## src/rtl/core/sorted_list_table_assert.svh

```systemverilog
// Assertion macros used by the RTL of the sorted list table.
`ifndef SORTED_LIST_TABLE_ASSERT_SVH
`define SORTED_LIST_TABLE_ASSERT_SVH

// Same-cycle implication, sampled on clk and disabled during reset.
`define SLT_ASSERT_IMPLY(label, ante, cons, msg) \
	label: assert property (@(posedge clk) disable iff (!arst_n) (ante) |-> (cons)) \
		else $error(msg);

// Next-cycle implication, sampled on clk and disabled during reset.
`define SLT_ASSERT_NEXT(label, ante, cons, msg) \
	label: assert property (@(posedge clk) disable iff (!arst_n) (ante) |=> (cons)) \
		else $error(msg);

`endif

```

## src/rtl/core/slt_pkg.sv

```systemverilog
package slt_pkg;

	// Default table depth and the fixed width of a stored value.
	localparam int DEPTH_DEF = 16;
	localparam int VALUE_W   = 32;

	// Command codes carried in the input word's tuser.
	typedef enum logic [1:0] {
		CMD_INSERT = 2'd0,
		CMD_APPEND = 2'd1,
		CMD_DELETE = 2'd2,
		CMD_QUERY  = 2'd3
	} cmd_t;

	// Sequencer states.
	typedef enum logic [1:0] {
		ST_IDLE,
		ST_CMP,
		ST_UPD
	} state_t;

	// One cell's contents as seen by its neighbors.
	typedef struct packed {
		logic                      valid;
		logic signed [VALUE_W-1:0] data;
	} link_t;

	// Control broadcast from the sequencer to every cell.
	typedef struct packed {
		logic                      cmp_en;
		logic                      upd_en;
		logic                      apply;
		cmd_t                      cmd;
		logic signed [VALUE_W-1:0] value;
	} ctrl_t;

endpackage

```

## src/rtl/core/slt_cell.sv

```systemverilog
module slt_cell
	import slt_pkg::*;
(
	input  logic  clk,
	input  logic  arst_n,
	input  ctrl_t ctrl,
	input  link_t from_prev,
	input  link_t from_next,
	input  logic  carry_in,
	output logic  carry_out,
	output link_t mine
);

	logic                      valid_q;
	logic signed [VALUE_W-1:0] data_q;
	logic                      lt_s1;
	logic                      eq_s1;
	logic                      hit;

	// Compare phase: register how the stored entry relates to the command value.
	always_ff @(posedge clk) begin
		if (ctrl.cmp_en) begin
			lt_s1 <= (data_q < ctrl.value);
			eq_s1 <= (data_q == ctrl.value);
		end
	end

	// Local match for the command; the carry tells later cells that an earlier one matched.
	always_comb begin
		case (ctrl.cmd)
			CMD_INSERT: hit = !valid_q || !lt_s1;
			CMD_APPEND: hit = !valid_q;
			CMD_DELETE: hit = valid_q && eq_s1;
			CMD_QUERY:  hit = valid_q && eq_s1;
			default:    hit = 1'b0;
		endcase
	end

	assign carry_out = carry_in | hit;

	// Update phase: shift toward the tail on insert, toward the head on delete.
	always_ff @(posedge clk or negedge arst_n) begin
		if (!arst_n) begin
			valid_q <= 1'b0;
		end else if (ctrl.upd_en && ctrl.apply) begin
			if (ctrl.cmd == CMD_DELETE) begin
				if (carry_in || hit) begin
					valid_q <= from_next.valid;
				end
			end else if (carry_in) begin
				valid_q <= from_prev.valid;
			end else if (hit) begin
				valid_q <= 1'b1;
			end
		end
	end

	always_ff @(posedge clk) begin
		if (ctrl.upd_en && ctrl.apply) begin
			if (ctrl.cmd == CMD_DELETE) begin
				if (carry_in || hit) begin
					data_q <= from_next.data;
				end
			end else if (carry_in) begin
				data_q <= from_prev.data;
			end else if (hit) begin
				data_q <= ctrl.value;
			end
		end
	end

	assign mine.valid = valid_q;
	assign mine.data  = data_q;

endmodule

```

## src/rtl/core/sorted_list_table.sv

```systemverilog
// Sorted list table: a chain of DEPTH cells, each holding one entry and a valid bit.
// Each word passes through a compare phase and then an update phase before its result is registered.
// A new word is accepted only in the idle state, once the previous word's update phase is done.
// The update phase waits while an earlier result has not been taken.
// Reset (arst_n low, asynchronous) empties the table and clears the result valid flag.
// Entry data is not reset; of the table contents only the cell valid bits and the count are.
module sorted_list_table
	import slt_pkg::*;
#(
	parameter int DEPTH = DEPTH_DEF,
	localparam int CNT_W = $clog2(DEPTH + 1),
	localparam int OUT_W = ((2 + CNT_W + 7) / 8) * 8
) (
	input  logic               clk,
	input  logic               arst_n,
	input  logic               s_tvalid,
	output logic               s_tready,
	input  logic [VALUE_W-1:0] s_tdata,  // [31:0] value
	input  logic [1:0]         s_tuser,  // [1:0] command
	output logic               m_tvalid,
	input  logic               m_tready,
	output logic [OUT_W-1:0]   m_tdata   // [0] found, [1] dropped, [CNT_W+1:2] entry_count
);

	`include "sorted_list_table_assert.svh"

	state_t                    state_q;
	state_t                    state_next;
	cmd_t                      cmd_q;
	logic signed [VALUE_W-1:0] value_q;
	logic [CNT_W-1:0]          count_q;
	logic [CNT_W-1:0]          count_out_q;
	logic                      found_q;
	logic                      dropped_q;
	logic                      out_valid_q;
	logic                      full;
	logic                      upd_go;
	logic                      any_hit;
	logic                      new_found;
	logic                      new_dropped;
	logic [CNT_W-1:0]          new_count;
	ctrl_t                     ctrl;
	link_t                     cell_link [DEPTH];
	logic [DEPTH:0]            carry;
	logic [DEPTH-1:0]          valid_vec;

	assign full     = (count_q == CNT_W'(DEPTH));
	assign s_tready = (state_q == ST_IDLE);
	assign upd_go   = (state_q == ST_UPD) && (!out_valid_q || m_tready);

	// Sequencer state register.
	always_ff @(posedge clk or negedge arst_n) begin
		if (!arst_n) begin
			state_q <= ST_IDLE;
		end else begin
			state_q <= state_next;
		end
	end

	// Next state.
	always_comb begin
		state_next = state_q;
		case (state_q)
			ST_IDLE: if (s_tvalid) state_next = ST_CMP;
			ST_CMP:  state_next = ST_UPD;
			ST_UPD:  if (upd_go) state_next = ST_IDLE;
			default: state_next = ST_IDLE;
		endcase
	end

	// Capture the accepted word.
	always_ff @(posedge clk) begin
		if (s_tvalid && s_tready) begin
			cmd_q   <= cmd_t'(s_tuser);
			value_q <= signed'(s_tdata);
		end
	end

	// Control broadcast to the cells.
	always_comb begin
		ctrl.cmp_en = (state_q == ST_CMP);
		ctrl.upd_en = upd_go;
		ctrl.apply  = ((cmd_q == CMD_INSERT || cmd_q == CMD_APPEND) && !full)
			|| (cmd_q == CMD_DELETE);
		ctrl.cmd    = cmd_q;
		ctrl.value  = value_q;
	end

	// The cell chain.
	assign carry[0] = 1'b0;

	for (genvar i = 0; i < DEPTH; i++) begin : g_cell
		link_t prev_link;
		link_t next_link;

		if (i == 0) begin : g_head
			assign prev_link = '{valid: 1'b0, data: '0};
		end else begin : g_mid
			assign prev_link = cell_link[i-1];
		end

		if (i == DEPTH - 1) begin : g_tail
			assign next_link = '{valid: 1'b0, data: '0};
		end else begin : g_body
			assign next_link = cell_link[i+1];
		end

		slt_cell u_cell (
			.clk       (clk),
			.arst_n    (arst_n),
			.ctrl      (ctrl),
			.from_prev (prev_link),
			.from_next (next_link),
			.carry_in  (carry[i]),
			.carry_out (carry[i+1]),
			.mine      (cell_link[i])
		);

		assign valid_vec[i] = cell_link[i].valid;
	end

	assign any_hit = carry[DEPTH];

	// Result of the command and the count that follows it.
	always_comb begin
		new_found   = 1'b0;
		new_dropped = 1'b0;
		new_count   = count_q;
		case (cmd_q)
			CMD_INSERT, CMD_APPEND: begin
				if (full) begin
					new_dropped = 1'b1;
				end else begin
					new_count = count_q + CNT_W'(1);
				end
			end
			CMD_DELETE: begin
				new_found = any_hit;
				if (any_hit) begin
					new_count = count_q - CNT_W'(1);
				end
			end
			CMD_QUERY: new_found = any_hit;
			default: new_found = 1'b0;
		endcase
	end

	// Count register and output register.
	always_ff @(posedge clk or negedge arst_n) begin
		if (!arst_n) begin
			count_q     <= '0;
			out_valid_q <= 1'b0;
		end else begin
			if (upd_go) begin
				count_q     <= new_count;
				out_valid_q <= 1'b1;
			end else if (m_tready) begin
				out_valid_q <= 1'b0;
			end
		end
	end

	always_ff @(posedge clk) begin
		if (upd_go) begin
			found_q     <= new_found;
			dropped_q   <= new_dropped;
			count_out_q <= new_count;
		end
	end

	assign m_tvalid = out_valid_q;
	assign m_tdata  = OUT_W'({count_out_q, dropped_q, found_q});

	// Checks on the chain and the sequencer.
	`SLT_ASSERT_IMPLY(a_count_bound, 1'b1, count_q <= CNT_W'(DEPTH),
		"stored count exceeds the table depth")
	`SLT_ASSERT_IMPLY(a_valid_match, state_q == ST_IDLE,
		$countones(valid_vec) == int'(count_q),
		"cell valid bits disagree with the stored count")
	`SLT_ASSERT_IMPLY(a_flags_excl, out_valid_q, !(found_q && dropped_q),
		"result has both found and dropped set")
	`SLT_ASSERT_IMPLY(a_drop_full, out_valid_q && dropped_q, count_out_q == CNT_W'(DEPTH),
		"dropped result with a table that is not full")
	`SLT_ASSERT_NEXT(a_accept_cmp, s_tvalid && s_tready, state_q == ST_CMP,
		"accepted word did not start a compare phase")

endmodule

```

## config.mk

```make
export PLATFORM = sky130hd
export DESIGN_NAME = sorted_list_table
export DESIGN_NICKNAME = d
export VERILOG_FILES = /design/src/rtl/core/slt_pkg.sv /design/src/rtl/core/slt_cell.sv /design/src/rtl/core/sorted_list_table.sv
export VERILOG_INCLUDE_DIRS = /design/src /design/src/rtl/core
export SDC_FILE = /design/constraint.sdc
export NUM_CORES = 2
export LEC_CHECK = 0
export BUFFER_PORTS_ARGS = -buffer_cell sky130_fd_sc_hd__buf_2
export CAP_MARGIN = 5
export CORE_MARGIN = 3
export CORE_UTILIZATION = 54
export CTS_CLUSTER_DIAMETER = 150
export DETAILED_ROUTE_END_ITERATION = 6
export PLACE_DENSITY = 0.8
export SETUP_SLACK_MARGIN = 0.5
export SLEW_MARGIN = 20
export SYNTH_ARGS = -nofsm -noshare
export SYNTH_HDL_FRONTEND = slang
export SYNTH_SLANG_ARGS = --single-unit
```

## constraint.sdc

```tcl
create_clock -name clk -period 6.2 [get_ports clk]
set_input_delay 0.31 -clock clk [delete_from_list [all_inputs] [get_ports clk]]
set_output_delay 0.31 -clock clk [all_outputs]
set_load 0.02 [all_outputs]
```

==> results.toml <==
[hold_path]
hp-class = "in -> reg"
hold_depth = 3
hp-start = "m_tready"
worstHoldEndpoint = "m_tvalid"

[pwr]
power.total_mw = 14.6
pwr-share-seq = 0.431
power_density_nw_per_um2 = 332
combPwrFrac = 0.305
power.internal_mw = 9.40
switching_share = 0.357
power.switching_mw = 5.22
p_leak_nw = 16.9
ir_worst_vdd_mv = 0.188
clkPwrFrac = 0.264

[synthesis]
synth_warnings = 0
syn_avg_cell_area_um2 = 9.34
synth-edff-count = 585
async_flop_share = 0.0394
synth-main-ff-cell = "edfxtp_1"
ys_ff_latch = 609
syn_area_um2 = 40500
syn_inst = 4335
yosysSeqAreaShare = 0.449
synth_cell_types = 77
syn_nets = 4887

[timing]
tightest_slew_ns = 1.10
finalMaxSlewViolations = 0
fmax_mhz = 215
slew_headroom = 0.265
setup_viol = 0
finalWorstSetupSlack_ns = 1.55
rsz0062_at_grt = "no"
tns_ns = 0
hold_viol = 0
fin_crit_ns = 4.65
finalCritPeriodShare = 0.749
whs_ns = 0.0185
fin_skew_ns = 0.0191

[critical_path]
rrSetupSlack_ns = 1.55
r2r-start = "value_q[24]"
cp_max_fo = 20
end_kind = "register"
cp.arrival_ns = 5.00
critical_path_required_ns = 6.56
start_kind = "register"
r2r-end = "g_cell[7].u_cell.lt_s1"
path_class = "reg -> reg"
worstRegToRegCells = 9

[global_routing]
antenna_found_initial = 1
grt_overflow = 0
grt_pass1_wl_um = 178000
grt_pass1_vias = 32100
gr-usage-all-layers = 0.287
grt_start_max_net_pins = 249

[placement]
hpwl_um = 83200
gp_congestion = 0.939
post-place-ws_ns = 1.34
placed_cells = 5144
port_buffers = 46

[floorplanning]
dieArea_um2 = 78300
initial_core_util = 0.550
dieWidth_um = 280
ios = 48
die_y_um = 280
core_um2 = 73600
std_cell_rows = 99

[layout]
antenna_cells = 0
final_nets = 4845
drive_gt1_frac = 0.0588
stdcell_count = 5299
syn2layout_area_growth_pct = 8.69

[cts]
h-tree-depth = 3
cts_sinks = 609
cts_setup_buffers = 0
insertion_delay_ns = 0.62
cts-root-buf = "clkbuf_16"
numCtsBuffers = 68
cts-resized-gates = 0
cts_tree = "done"
clk_pin_slew_ns = 0.06
clk_path_buf_depth = 3

[route]
drc = 0
antenna_left = 0
via_per_inst = 6.44
first_pass_iters = 6
drt_iter0_markers = 4772
num_vias = 34100
wl_per_cell_um = 21.7
totalWireLength_um = 115000

[job]
drv_cap = 0

[outcome]
status = "finished clean"
cells in the mapped netlist (all sizes together), types with 24 or more instances:
cell,n,area (µm²)
nand3,45,225
mux2i,78,781
inv,49,184
ha,514,6430
dfrtp,24,601
nand2,783,2940
clkinv,31,116
clkbuf,209,785
nand4,94,588
a211oi,31,233
a31oi,169,1060
nor3,96,485
buf,56,298
a21oi,393,1970
o21ai,444,2230
a21o,55,413
nor2,427,1610
edfxtp,585,17600
layout by cell type, fill, tap and decap left out, types with 11 or more instances in the layout:
cell type,synthesis,layout
nand2_1,783,781
edfxtp_1,585,585
ha_1,514,514
o21ai_0,420,420
nor2_1,426,416
a21oi_1,393,392
a31oi_1,169,168
nor3_1,95,95
nand4_1,94,94
mux2i_1,78,78
clkbuf_16,0,73
buf_4,7,65
a21o_1,55,55
inv_1,48,48
buf_2,31,46
clkinv_1,31,45
nand3_1,45,44
dlygate4sd3_1,0,36
a211oi_1,31,31
dfrtp_1,24,24
o21ai_1,23,23
clkbuf_1,209,23
o211ai_1,20,20
nor4_1,18,18
a2111oi_0,17,17
nand2b_1,16,15
and3_1,13,12
nor2b_1,16,12
o21a_1,12,11
o221ai_1,11,11
state kept, by name, indices dropped and copies added (netlist names):
name	flops
g_cell.u_cell.lt_s1	16
count_q	5
dropped_q	1
m_tvalid	1
count_out_q	5
state_q	2
value_q	32
g_cell.u_cell.eq_s1	16
found_q	1
cmd_q	2
g_cell.u_cell.valid_q	16
g_cell.u_cell.data_q	512
metal layers:
layer / up-vias / part of all wire / track usage
li1: 16000 / - / -
met1: 16100 / 0.40 / 0.391
met2: 1767 / 0.46 / 0.459
met3: 300 / 0.088 / 0.0323
met4: 0 / 0.047 / 0.137
met5: - / 0 / 0
worst max path at each step:
stage	from	cells past startpoint	slack, ns	endpoint
6_report	value_q[24]	9	1.55	g_cell[7].u_cell.lt_s1
5_1_grt	cmd_q[1]	9	1.59	g_cell[15].u_cell.data_q[27]
4_1_cts	cmd_q[1]	8	1.32	g_cell[15].u_cell.data_q[29]
3_5_place_dp	cmd_q[1]	8	1.34	g_cell[15].u_cell.data_q[27]
3_3_place_gp	cmd_q[1]	8	1.49	g_cell[15].u_cell.data_q[25]
2_1_floorplan	cmd_q[1]	8	2.46	g_cell[5].u_cell.valid_q
worst max-delay path: stages, from the launching register on:
cell and delay [ns]:
edfxtp_1 0.71, clkinv_1 0.87, ha_1 0.61, nand4_1 0.11
or2_2 0.33, nor4_1 0.56, nand2_1 0.29, a221oi_1 0.59
nor3_1 0.17, mux2i_1 0.15
power by group through the flow:
| stage | Clock [mW] | Sequential, mW | Combinational [mW] |
|---|---|---|---|
| 2_1_floorplan | 0 | 6.02 | 3.15 |
| 3_3_place_gp | 0 | 6.32 | 4.10 |
| 3_5_place_dp | 0 | 6.34 | 4.32 |
| 4_1_cts | 3.88 | 6.26 | 4.37 |
| 5_1_grt | 4.04 | 6.35 | 4.98 |
| 6_report | 3.87 | 6.29 | 4.46 |
repair_timing:
action	in CTS	in global routing
endpoints found under the setup margin	0	0
hold buffers	36	0
endpoints found under the hold margin	59	0
cells by family (layout without fill, tap and decap cells):
kind of cell	after synthesis	count (layout)	synth area share
flip-flops	609	609	0.449
buffers and inverters	345	350	0.0342
other	1	1	0.0000926
XOR/XNOR	5	5	0.00108
multiplexers	87	87	0.0219
AO/OA/AOI/OAI	1232	1232	0.175
adder cells (fa/ha/maj)	514	514	0.159
AND/OR/NAND/NOR	1542	1542	0.160
per-stage QoR:
step	area, µm²	utilization
2_1_floorplan	40500	-
3_3_place_gp	41500	0.564
3_5_place_dp	41500	0.565
4_1_cts	43900	0.597
5_1_grt	44000	0.598
6_report	44000	0.598
layout make-up:
class	instances	area (µm²)
Tap cell	959	1200
Sequential cell	609	18200
Fill cell	6090	29600
Timing Repair Buffer	153	1210
Inverter	80	300
Clock inverter	20	108
Multi-Input combinational cell	3381	21100
Clock buffer	97	1930
No activity file was read; power rests on OpenSTA's default activity.
